**src/rtl/emla_pkg.sv**
```systemverilog
// ----------------------------------------------------------------------------
// emla_pkg
// types, constants and helpers of the encoder menu level adjuster
// ----------------------------------------------------------------------------
package emla_pkg;

   // number of sites with their own colour levels
   localparam int SITES = 9;
   localparam int SLOT_W = (SITES > 1) ? $clog2(SITES) : 1;

   // field widths
   localparam int SITE_W = 4;
   localparam int LEVEL_W = 8;
   localparam int FUNC_W = 3;

   // stream widths
   localparam int REQ_DATA_W = 8;
   localparam int RSP_DATA_W = 32;

   // configuration port
   localparam int CSR_ADDR_W = 3;
   localparam int CSR_DATA_W = 32;
   localparam logic [LEVEL_W-1:0] LEVEL_MAX_RESET = 8'd100;

   // register index, taken from the word address
   typedef enum logic [0:0] {
      REG_LEVEL_MAX = 1'b0
   } reg_index_type;

   // menu targets carried in func
   typedef enum logic [FUNC_W-1:0] {
      FUNC_AUTO  = 3'd0,
      FUNC_GRAY  = 3'd1,
      FUNC_SITE  = 3'd2,
      FUNC_RED   = 3'd3,
      FUNC_GREEN = 3'd4,
      FUNC_BLUE  = 3'd5
   } func_type;

   // one memory word: the three levels of one site
   typedef struct packed {
      logic [LEVEL_W-1:0] blue;
      logic [LEVEL_W-1:0] green;
      logic [LEVEL_W-1:0] red;
   } level_word_type;

   // saturating level step between zero and the limit
   function automatic logic [LEVEL_W-1:0] move_level(
      input logic [LEVEL_W-1:0] level,
      input logic               up,
      input logic [LEVEL_W-1:0] limit
   );
      logic [LEVEL_W-1:0] result;
      if (up) begin
         result = (level < limit) ? level + 1'b1 : limit;
      end else begin
         result = (level != '0) ? level - 1'b1 : level;
      end
      return result;
   endfunction

endpackage

```
**src/rtl/encoder_menu_level_adjuster.sv**
```systemverilog
// ----------------------------------------------------------------------------
// encoder_menu_level_adjuster
// rotary encoder detent decoder driving a menu of flags, site and levels
// ----------------------------------------------------------------------------
//  channel   direction  handshake                     content
//  req_      in         tvalid / tready               one encoder edge event
//  rsp_      out        tvalid / tready               state after the event
//  csr_      in/out     psel, penable, pwrite, pready level_max register
//
//  one transaction per cycle in, one per cycle out while the result is not stalled;
//  an event passes stage two, with the registered read of the level memory, then the output register
//  reset clears control state and the valid bits of the level memory
//  a stalled result holds the second stage; input stalls behind it only then
// ----------------------------------------------------------------------------
module encoder_menu_level_adjuster (
   input  logic                                  clock,
   input  logic                                  reset,
   // pin_a [0], pin_b [1], func [4:2], zeros above
   input  logic                                  req_tvalid,
   output logic                                  req_tready,
   input  logic [emla_pkg::REQ_DATA_W-1:0]       req_tdata,
   // site [3:0], red_level [11:4], green_level [19:12], blue_level [27:20],
   // auto_flag [28], gray_flag [29], zeros above
   output logic                                  rsp_tvalid,
   input  logic                                  rsp_tready,
   output logic [emla_pkg::RSP_DATA_W-1:0]       rsp_tdata,
   input  logic                                  csr_psel,
   input  logic                                  csr_penable,
   input  logic                                  csr_pwrite,
   input  logic [emla_pkg::CSR_ADDR_W-1:0]       csr_paddr,
   input  logic [emla_pkg::CSR_DATA_W-1:0]       csr_pwdata,
   output logic [emla_pkg::CSR_DATA_W-1:0]       csr_prdata,
   output logic                                  csr_pready
);

   // input fields
   logic                            pin_a;
   logic                            pin_b;
   logic [emla_pkg::FUNC_W-1:0]     func;

   // configuration
   logic [emla_pkg::LEVEL_W-1:0]    level_max_ff;
   logic                            csr_wr;
   logic                            csr_sel_max;

   // control state
   logic                            armed_ff, armed_in;
   logic [emla_pkg::SITE_W-1:0]     site_ff, site_in;
   logic                            auto_ff, auto_in;
   logic                            gray_ff, gray_in;
   logic                            req_acc;
   logic                            detent;
   logic                            level_op;
   logic [emla_pkg::SLOT_W-1:0]     rd_addr;

   // level memory
   emla_pkg::level_word_type        mem [emla_pkg::SITES];
   logic [emla_pkg::SITES-1:0]      valid_ff;
   emla_pkg::level_word_type        rd_word_ff;
   logic                            byp_ff;
   emla_pkg::level_word_type        byp_word_ff;
   logic                            mem_we;

   // second stage
   logic                            s2_valid_ff, s2_valid_in;
   logic                            s2_adv;
   logic [emla_pkg::SLOT_W-1:0]     s2_slot_ff;
   logic [emla_pkg::SITE_W-1:0]     s2_site_ff;
   logic                            s2_auto_ff;
   logic                            s2_gray_ff;
   logic                            s2_mod_ff;
   logic                            s2_up_ff;
   logic [emla_pkg::FUNC_W-1:0]     s2_func_ff;
   emla_pkg::level_word_type        cur_word;
   emla_pkg::level_word_type        new_word;

   // output register
   logic                            rsp_valid_ff, rsp_valid_in;
   logic [emla_pkg::RSP_DATA_W-1:0] rsp_data_ff;

   assign pin_a = req_tdata[0];
   assign pin_b = req_tdata[1];
   assign func  = req_tdata[4:2];

   // configuration write and read
   assign csr_pready  = 1'b1;
   assign csr_sel_max = (csr_paddr[2] == emla_pkg::REG_LEVEL_MAX);
   assign csr_wr      = csr_psel && csr_penable && csr_pwrite && csr_pready;
   assign csr_prdata  = csr_sel_max ?
                        {{(emla_pkg::CSR_DATA_W-emla_pkg::LEVEL_W){1'b0}}, level_max_ff} :
                        '0;

   always_ff @(posedge clock) begin
      if (reset) begin
         level_max_ff <= emla_pkg::LEVEL_MAX_RESET;
      end else if (csr_wr && csr_sel_max) begin
         level_max_ff <= csr_pwdata[emla_pkg::LEVEL_W-1:0];
      end
   end

   // handshake
   assign s2_adv     = s2_valid_ff && (!rsp_valid_ff || rsp_tready);
   assign req_tready = !s2_valid_ff || s2_adv;
   assign req_acc    = req_tvalid && req_tready;

   // detent decoder, flags and site update
   always_comb begin
      armed_in = armed_ff;
      site_in  = site_ff;
      auto_in  = auto_ff;
      gray_in  = gray_ff;
      detent   = 1'b0;
      level_op = 1'b0;
      if (req_acc && (func <= emla_pkg::FUNC_BLUE)) begin
         if (func >= emla_pkg::FUNC_SITE) begin
            auto_in = 1'b0;
            gray_in = 1'b0;
         end
         if (!pin_a) begin
            armed_in = 1'b1;
         end else if (armed_ff) begin
            armed_in = 1'b0;
            detent   = 1'b1;
         end
      end
      if (detent) begin
         case (func)
            emla_pkg::FUNC_AUTO: begin
               auto_in = pin_b;
            end
            emla_pkg::FUNC_GRAY: begin
               gray_in = pin_b;
            end
            emla_pkg::FUNC_SITE: begin
               if (pin_b) begin
                  site_in = (site_ff < emla_pkg::SITE_W'(emla_pkg::SITES)) ?
                            site_ff + 1'b1 : emla_pkg::SITE_W'(emla_pkg::SITES);
               end else begin
                  site_in = (site_ff > emla_pkg::SITE_W'(1)) ?
                            site_ff - 1'b1 : emla_pkg::SITE_W'(1);
               end
            end
            default: begin
               level_op = 1'b1;
            end
         endcase
      end
   end

   // slot of the site after this event
   assign rd_addr = emla_pkg::SLOT_W'(site_in - emla_pkg::SITE_W'(1));

   always_ff @(posedge clock) begin
      if (reset) begin
         armed_ff <= 1'b0;
         site_ff  <= emla_pkg::SITE_W'(1);
         auto_ff  <= 1'b0;
         gray_ff  <= 1'b0;
      end else begin
         armed_ff <= armed_in;
         site_ff  <= site_in;
         auto_ff  <= auto_in;
         gray_ff  <= gray_in;
      end
   end

   // level memory: write back from stage two, registered read on accept
   assign mem_we = s2_adv && s2_mod_ff;

   always_ff @(posedge clock) begin
      if (mem_we) begin
         mem[s2_slot_ff] <= new_word;
      end
      if (req_acc) begin
         rd_word_ff <= mem[rd_addr];
      end
   end

   // valid bits: an entry never written reads as zero
   always_ff @(posedge clock) begin
      if (reset) begin
         valid_ff <= '0;
      end else if (mem_we) begin
         valid_ff[s2_slot_ff] <= 1'b1;
      end
   end

   // forwarding of a write to the entry read in the same cycle, zero for an entry never written
   always_ff @(posedge clock) begin
      if (req_acc) begin
         if (mem_we && (s2_slot_ff == rd_addr)) begin
            byp_ff      <= 1'b1;
            byp_word_ff <= new_word;
         end else if (!valid_ff[rd_addr]) begin
            byp_ff      <= 1'b1;
            byp_word_ff <= '0;
         end else begin
            byp_ff      <= 1'b0;
            byp_word_ff <= '0;
         end
      end
   end

   // stage two payload
   always_ff @(posedge clock) begin
      if (req_acc) begin
         s2_slot_ff <= rd_addr;
         s2_site_ff <= site_in;
         s2_auto_ff <= auto_in;
         s2_gray_ff <= gray_in;
         s2_mod_ff  <= level_op;
         s2_up_ff   <= pin_b;
         s2_func_ff <= func;
      end
   end

   assign s2_valid_in = req_acc || (s2_valid_ff && !s2_adv);

   always_ff @(posedge clock) begin
      if (reset) begin
         s2_valid_ff <= 1'b0;
      end else begin
         s2_valid_ff <= s2_valid_in;
      end
   end

   // level modify
   assign cur_word = byp_ff ? byp_word_ff : rd_word_ff;

   always_comb begin
      new_word = cur_word;
      case (s2_func_ff)
         emla_pkg::FUNC_RED: begin
            new_word.red = emla_pkg::move_level(cur_word.red, s2_up_ff, level_max_ff);
         end
         emla_pkg::FUNC_GREEN: begin
            new_word.green = emla_pkg::move_level(cur_word.green, s2_up_ff, level_max_ff);
         end
         emla_pkg::FUNC_BLUE: begin
            new_word.blue = emla_pkg::move_level(cur_word.blue, s2_up_ff, level_max_ff);
         end
         default: begin
            new_word = cur_word;
         end
      endcase
      if (!s2_mod_ff) begin
         new_word = cur_word;
      end
   end

   // output register
   assign rsp_valid_in = s2_adv || (rsp_valid_ff && !rsp_tready);

   always_ff @(posedge clock) begin
      if (reset) begin
         rsp_valid_ff <= 1'b0;
      end else begin
         rsp_valid_ff <= rsp_valid_in;
      end
   end

   always_ff @(posedge clock) begin
      if (s2_adv) begin
         rsp_data_ff <= {2'b00, s2_gray_ff, s2_auto_ff, new_word.blue,
                         new_word.green, new_word.red, s2_site_ff};
      end
   end

   assign rsp_tvalid = rsp_valid_ff;
   assign rsp_tdata  = rsp_data_ff;

endmodule

```
**config.mk**
```make
export PLATFORM = sky130hd
export DESIGN_NAME = encoder_menu_level_adjuster
export DESIGN_NICKNAME = d
export VERILOG_FILES = /design/src/rtl/emla_pkg.sv /design/src/rtl/encoder_menu_level_adjuster.sv
export SDC_FILE = /design/constraint.sdc
export NUM_CORES = 1
export LEC_CHECK = 0
export BUFFER_PORTS_ARGS = -buffer_cell sky130_fd_sc_hd__buf_2
export CAP_MARGIN = 20
export CORE_UTILIZATION = 50
export CTS_CLUSTER_DIAMETER = 80
export CTS_CLUSTER_SIZE = 12
export DETAILED_ROUTE_END_ITERATION = 12
export PLACE_DENSITY = 0.7
export RECOVER_POWER = 100
export SLEW_MARGIN = 20
export SYNTH_ARGS = -nofsm -noshare
export SYNTH_HDL_FRONTEND = slang
export SYNTH_SLANG_ARGS = --single-unit
```
**constraint.sdc**
```tcl
create_clock -name clock -period 6 [get_ports clock]
set_clock_uncertainty 0.05 [all_clocks]
set_input_delay 1.8 -clock clock [delete_from_list [all_inputs] [get_ports clock]]
set_output_delay 1.8 -clock clock [all_outputs]
set_load 0.02 [all_outputs]
```
==> flow_summary.toml, run 1 <==
[floorplanning]
die-height_um = 176
fp.dieArea_sq_mm = 0.0309
initial_core_util = 0.509
die_w_um = 176
rows = 63
core_sq_mm = 0.0297
pin_count = 117

[synthesis]
synth_seq_area_share = 0.650
async_flop_share = 0
yosysUniqueCellTypes = 68
syn_area_sq_mm = 0.0151
synth-seq-cells = 336
avgSynthCellArea_sq_um = 14.5
yosys_warnings = 0
syn_inst = 1045
synth_ff_type = "edfxtp_1"
synth_edf_count = 310

[timing]
fmax_mhz = 196
rsz0062_at_grt = "no"
slew_viol_final = 209
setup_viol = 0
finalCritPeriodShare = 0.849
period_minus_slack_ns = 5.10
worstMarginPinSlew_ns = 2.66
fin_setup_tns_ns = 0
hold_viol = 0
relSlewSlack = -0.773

[cells_and_area]
antenna_cells = 0
area.growth.synth_to_final_pct = 10.6
final_util = 0.563
num-nets-final = 1211
register_area_sq_mm = 0.00983
fillers = 2398
multiInputGateArea_sq_mm = 0.00484
final_common_cell = "edfxtp_1"
stdcell_count = 1534
drive_gt1_frac = 0.115
final_cell_mix = "edfxtp_1, nor2_1, clkbuf_1, nand2_1, mux2i_1"

[clock_tree]
insertion_delay_ns = 0.52
clk_pin_slew_ns = 0.06
hold_buffers = 0
cts_tree = "built"
cts_sinks = 336
post_cts_buffers = 0
cts_resized = 0
clk_path_buf_depth = 3
cts_buffers = 34
cts-htree-levels = 2
clock_tree.root_cell = "clkbuf_16"

[route]
vias_per_cell = 5.75
wl_per_cell_um = 20.6
drtPass1Iterations = 5
drt_iter0_markers = 780
route.detailed.drc = 0
vias = 8816
ant_nets = 0
wl_um = 31600

[grt]
gr-total-overflow = 0
grt_usage = 0.209
grt_start_max_net_pins = 56
grt_pass1_wl_um = 48600
grt_pass1_vias = 8451
antenna_found_initial = 1

[worst_setup_path]
cp_max_fo = 55
crit_arrival_ns = 5.33
crit_chain = "clkbuf_1, nand4b_1, or4_1, o31ai_1, buf_12, clkinvlp_2, xnor2_1, nor3_1, nand3_1, buf_12, a2111oi_0"
crit_slowest_cell = "o31ai_1"
cp_slowest_stage_delay_ns = 0.63
cp_common_cell = "buf_12"
path_class = "input pin to register"
required_ns = 6.23
endpoint_kind = "register"
worstSetupStartpointType = "input pin"
r2r_cells = 11

[outcome]
failed_checks = "max-capacitance violations, max-slew violations"
status = "finished, violations left"

[placed_design]
dp_cells = 1481
hpwl_um = 20100
place_congestion = 0.910
place.port_buffers = 60

[power]
ir_drop_mv = 0.258
power_density_mw_per_mm2 = 289
total_leakage_power_nw = 5.70

[run]
maxCapViolCount = 8

[min_path]
hold_path_depth = 0
hp-class = "register to register"
[cells by family after synthesis]
group,after synthesis,share of synthesized area
buffers and inverters,107,0.0361
AO/OA/AOI/OAI,153,0.0667
flip-flops,336,0.650
other,2,0.000497
multiplexers,118,0.118
adder cells (fa/ha/maj),34,0.0281
XOR/XNOR,23,0.0142
AND/OR/NAND/NOR,272,0.0860
[critical path, delay by kind of cell]
family / cells / cell delay [ns]
xor+xnor: 1 / 0.21
compound gates: 2 / 0.95
simple gates: 4 / 1.17
buf+inv: 4 / 1.18
[synth_stat cells (all sizes together), types with 12 or more instances]
library cell,instances,area share
nand2,73,0.018
clkbuf,24,0.0060
nand3,24,0.0079
mux2i,62,0.041
a21oi,26,0.0086
xnor2,20,0.012
nor3,25,0.0086
nor2,84,0.021
inv,42,0.011
buf,41,0.020
edfxtp,310,0.62
mux4,48,0.071
o221ai,12,0.0069
o21ai,48,0.016
dfxtp,26,0.034
nor2b,22,0.0091
ha,34,0.028
[power by group]
group	internal (mW)	switching, mW	total (mW)
sequential	2.61	0.0188	2.62
clock	1.10	0.840	1.94
combinational	0.0761	0.191	0.268
[layer usage]
layer,vias to the layer above,track usage,share of wire
met2,296,0.332,0.47
met4,2,0.0612,0.019
met5,-,0,0.00041
met3,44,0.0277,0.059
met1,4364,0.301,0.45
li1,4110,-,-
[registers in the layout, indices dropped and copies added, names as in the netlist, 8 cells and up]
signal        count
byp_word_ff      24
level_max_ff      8
mem             216
rd_word_ff       24
rsp_tdata        30
valid_ff          9
[final timing paths]
kind                          end  slack, ns          start
setup / recovery  byp_word_ff[17]       0.90   req_tdata[2]
hold / removal       rsp_tdata[1]       0.37  s2_site_ff[1]
setup reg to reg   byp_word_ff[4]       1.32         byp_ff
hold reg to reg      rsp_tdata[1]       0.37  s2_site_ff[1]
[layout make-up]
| cell class | instances | area share |
|---|---|---|
| multi-input combinational | 627 | 0.290 |
| sequential | 336 | 0.588 |
| inverter | 42 | 0.00950 |
| clock buffer | 49 | 0.0543 |
| tap | 390 | 0.0292 |
| clock inverter | 4 | 0.00449 |
| timing repair buffer | 86 | 0.0252 |
[metrics by stage]
| step | cell area, sq um | power (mW) | worst slack [ns] | hold WS (ns) |
|---|---|---|---|---|
| final | 16700 | 4.83 | 0.903 | 0.370 |
| after global routing | 16700 | 4.98 | 0.532 | 0.373 |
| after CTS | 16900 | 4.87 | 1.29 | 0.370 |
| after detailed placement | 15900 | 2.94 | 0.770 | 0.355 |
| after global placement | 15900 | 2.94 | 0.838 | 0.352 |
| after floorplan | 15200 | 2.87 | 0.682 | 0.350 |
Note: power is estimated with default switching activity, not from simulation.
==> inputs of run 2 (changes only) <==
Settings changed: PLACE_DENSITY 0.7 to 0.73.
Clock period 6 ns to 4.46 ns, I/O delays scaled along.
==> run 2 against run 1 <==
  * The run still ends with max-capacitance violations, max-slew violations left
  * Critical path depth decreased by 1
  * Clock-buffer cell count down 3
  * Global-route usage increased by 0.35 points
  * Core utilization grew 1.1 points
  * Via count rose by 2.7%
  * Wire length increased by 0.83%
  * Critical endpoint is now rd_word_ff[13]
  * First-iteration DRC count shrank 13%
  * Non-clock buffer count rose by 34
==> flow_summary.toml, run 2 (synthesis gave the netlist of run 1 again) <==
[grt]
grt_start_max_net_pins = 53
grt_pass1_vias = 8655
gr-usage-met2 = 0.335
use_met1 = 0.300
antenna_found_initial = 0
gr-total-overflow = 0
grt-busiest-layer = "met2"
grt_pass1_wl_um = 49600
use_met3 = 0.0348
grt_usage = 0.212

[clock_tree]
hold_buffers = 0
insertion_delay_ns = 0.52
cts_resized = 0
cts_buffers = 34
cts_sinks = 336
cts-htree-levels = 2
clock_tree.root_cell = "clkbuf_16"
post_cts_buffers = 0
cts_tree = "built"
clk_pin_slew_ns = 0.06
clk_path_buf_depth = 3

[timing]
slew_viol_final = 161
setup_viol = 0
worstMarginPinSlew_ns = 2.74
fmax_mhz = 236
relSlewSlack = -0.829
hold_viol = 0
rsz0062_at_grt = "no"
hold_ws_ns = 0.367
fin_setup_tns_ns = 0
period_minus_slack_ns = 4.24
finalCritPeriodShare = 0.950

[placed_design]
place.port_buffers = 60
dp_cells = 1513
place_congestion = 0.870
hpwl_um = 20800

[worst_setup_path]
critPathTopFamily = "simple AND/OR/NAND/NOR gates"
path_buf_inv = 3
cp_max_fo = 32
crit_slowest_cell = "or4_1"
crit_chain = "clkbuf_1, nand4b_1, or4_1, o31ai_1, ha_1, inv_1, buf_12, mux4_2, mux2i_1, o21ai_0"
path_class = "input pin to register"
cp_slowest_stage_delay_ns = 0.56
r2r_slack_ns = 0.35
endpoint_kind = "register"
crit_arrival_ns = 4.38
required_ns = 4.61
worstSetupStartpointType = "input pin"

[floorplanning]
pin_count = 117
die-height_um = 176
initial_core_util = 0.509
core_sq_mm = 0.0297
fp.dieArea_sq_mm = 0.0309
die_w_um = 176
rows = 63

[route]
wl_um = 31900
ant_nets = 0
vias = 9052
vias_per_cell = 5.78
wl_per_cell_um = 20.3
route.detailed.drc = 0
drt_iter0_markers = 681
drtPass1Iterations = 6

[power]
power_density_mw_per_mm2 = 385
total_leakage_power_nw = 5.87
ir_drop_mv = 0.237

[cells_and_area]
largest_reg_flops = 216
stdcell_count = 1566
final_common_cell = "edfxtp_1"
drive_gt1_frac = 0.139
antenna_cells = 0
area.growth.synth_to_final_pct = 12.7
num-nets-final = 1245
final_cell_mix = "edfxtp_1, nor2_1, clkbuf_1, nand2_1, mux2i_1"
final_util = 0.574
fillers = 2342
largest-register = "mem"

[run]
maxCapViolCount = 6

[outcome]
failed_checks = "max-capacitance violations, max-slew violations"
status = "finished, violations left"

[min_path]
hp-class = "register to register"
## run 2: worst register-to-register path: cells and delay by family, from the launching register on
family / cells / cell delay [ns]
simple gates: 1 / 0.38
buf+inv: 1 / 0.31
flops: 1 / 0.80
compound gates: 4 / 1.33
fa+ha+maj: 1 / 0.21
mux: 2 / 0.67
## run 2: worst paths after layout
kind	from	end	depth (start not counted)
worst min register to register	s2_site_ff[3]	rsp_tdata[3]	0
worst max register to register	byp_ff	mem[2][15]	9
worst min-delay path	s2_site_ff[3]	rsp_tdata[3]	0
worst max-delay path	req_tdata[3]	rd_word_ff[13]	10
## run 2: area by class of cell
class                           instances  area [sq um]  share of cell area
Inverter                               42           160             0.00939
Sequential cell                       336          9830               0.576
Clock inverter                          5          93.8             0.00550
Multi-Input combinational cell        627          4870               0.286
Timing Repair Buffer                  120           692              0.0406
Tap cell                              390           488              0.0286
Clock buffer                           46           917              0.0538
## run 2: per-stage QoR
stage	area [sq um]	total power, mW	worst slack (ns)
floorplan	15200	3.86	0.00856
global placement	16300	3.97	0.0997
detailed placement	16300	3.98	0.0998
CTS	17300	6.63	0.293
global route	17100	6.78	0.0386
finish	17100	6.56	0.224
## run 2: report_power, final
group	internal [mW]	leakage [nW]	switching, mW
clock network	1.55	0.489	1.10
registers	3.50	3.09	0.0233
logic	0.113	2.29	0.266
## run 2: layer usage
| layer | vias up | part of all wire |
|---|---|---|
| li1 | 4178 | - |
| met1 | 4479 | 0.44 |
| met2 | 334 | 0.47 |
| met3 | 61 | 0.061 |
| met4 | 0 | 0.026 |
| met5 | - | 0 |
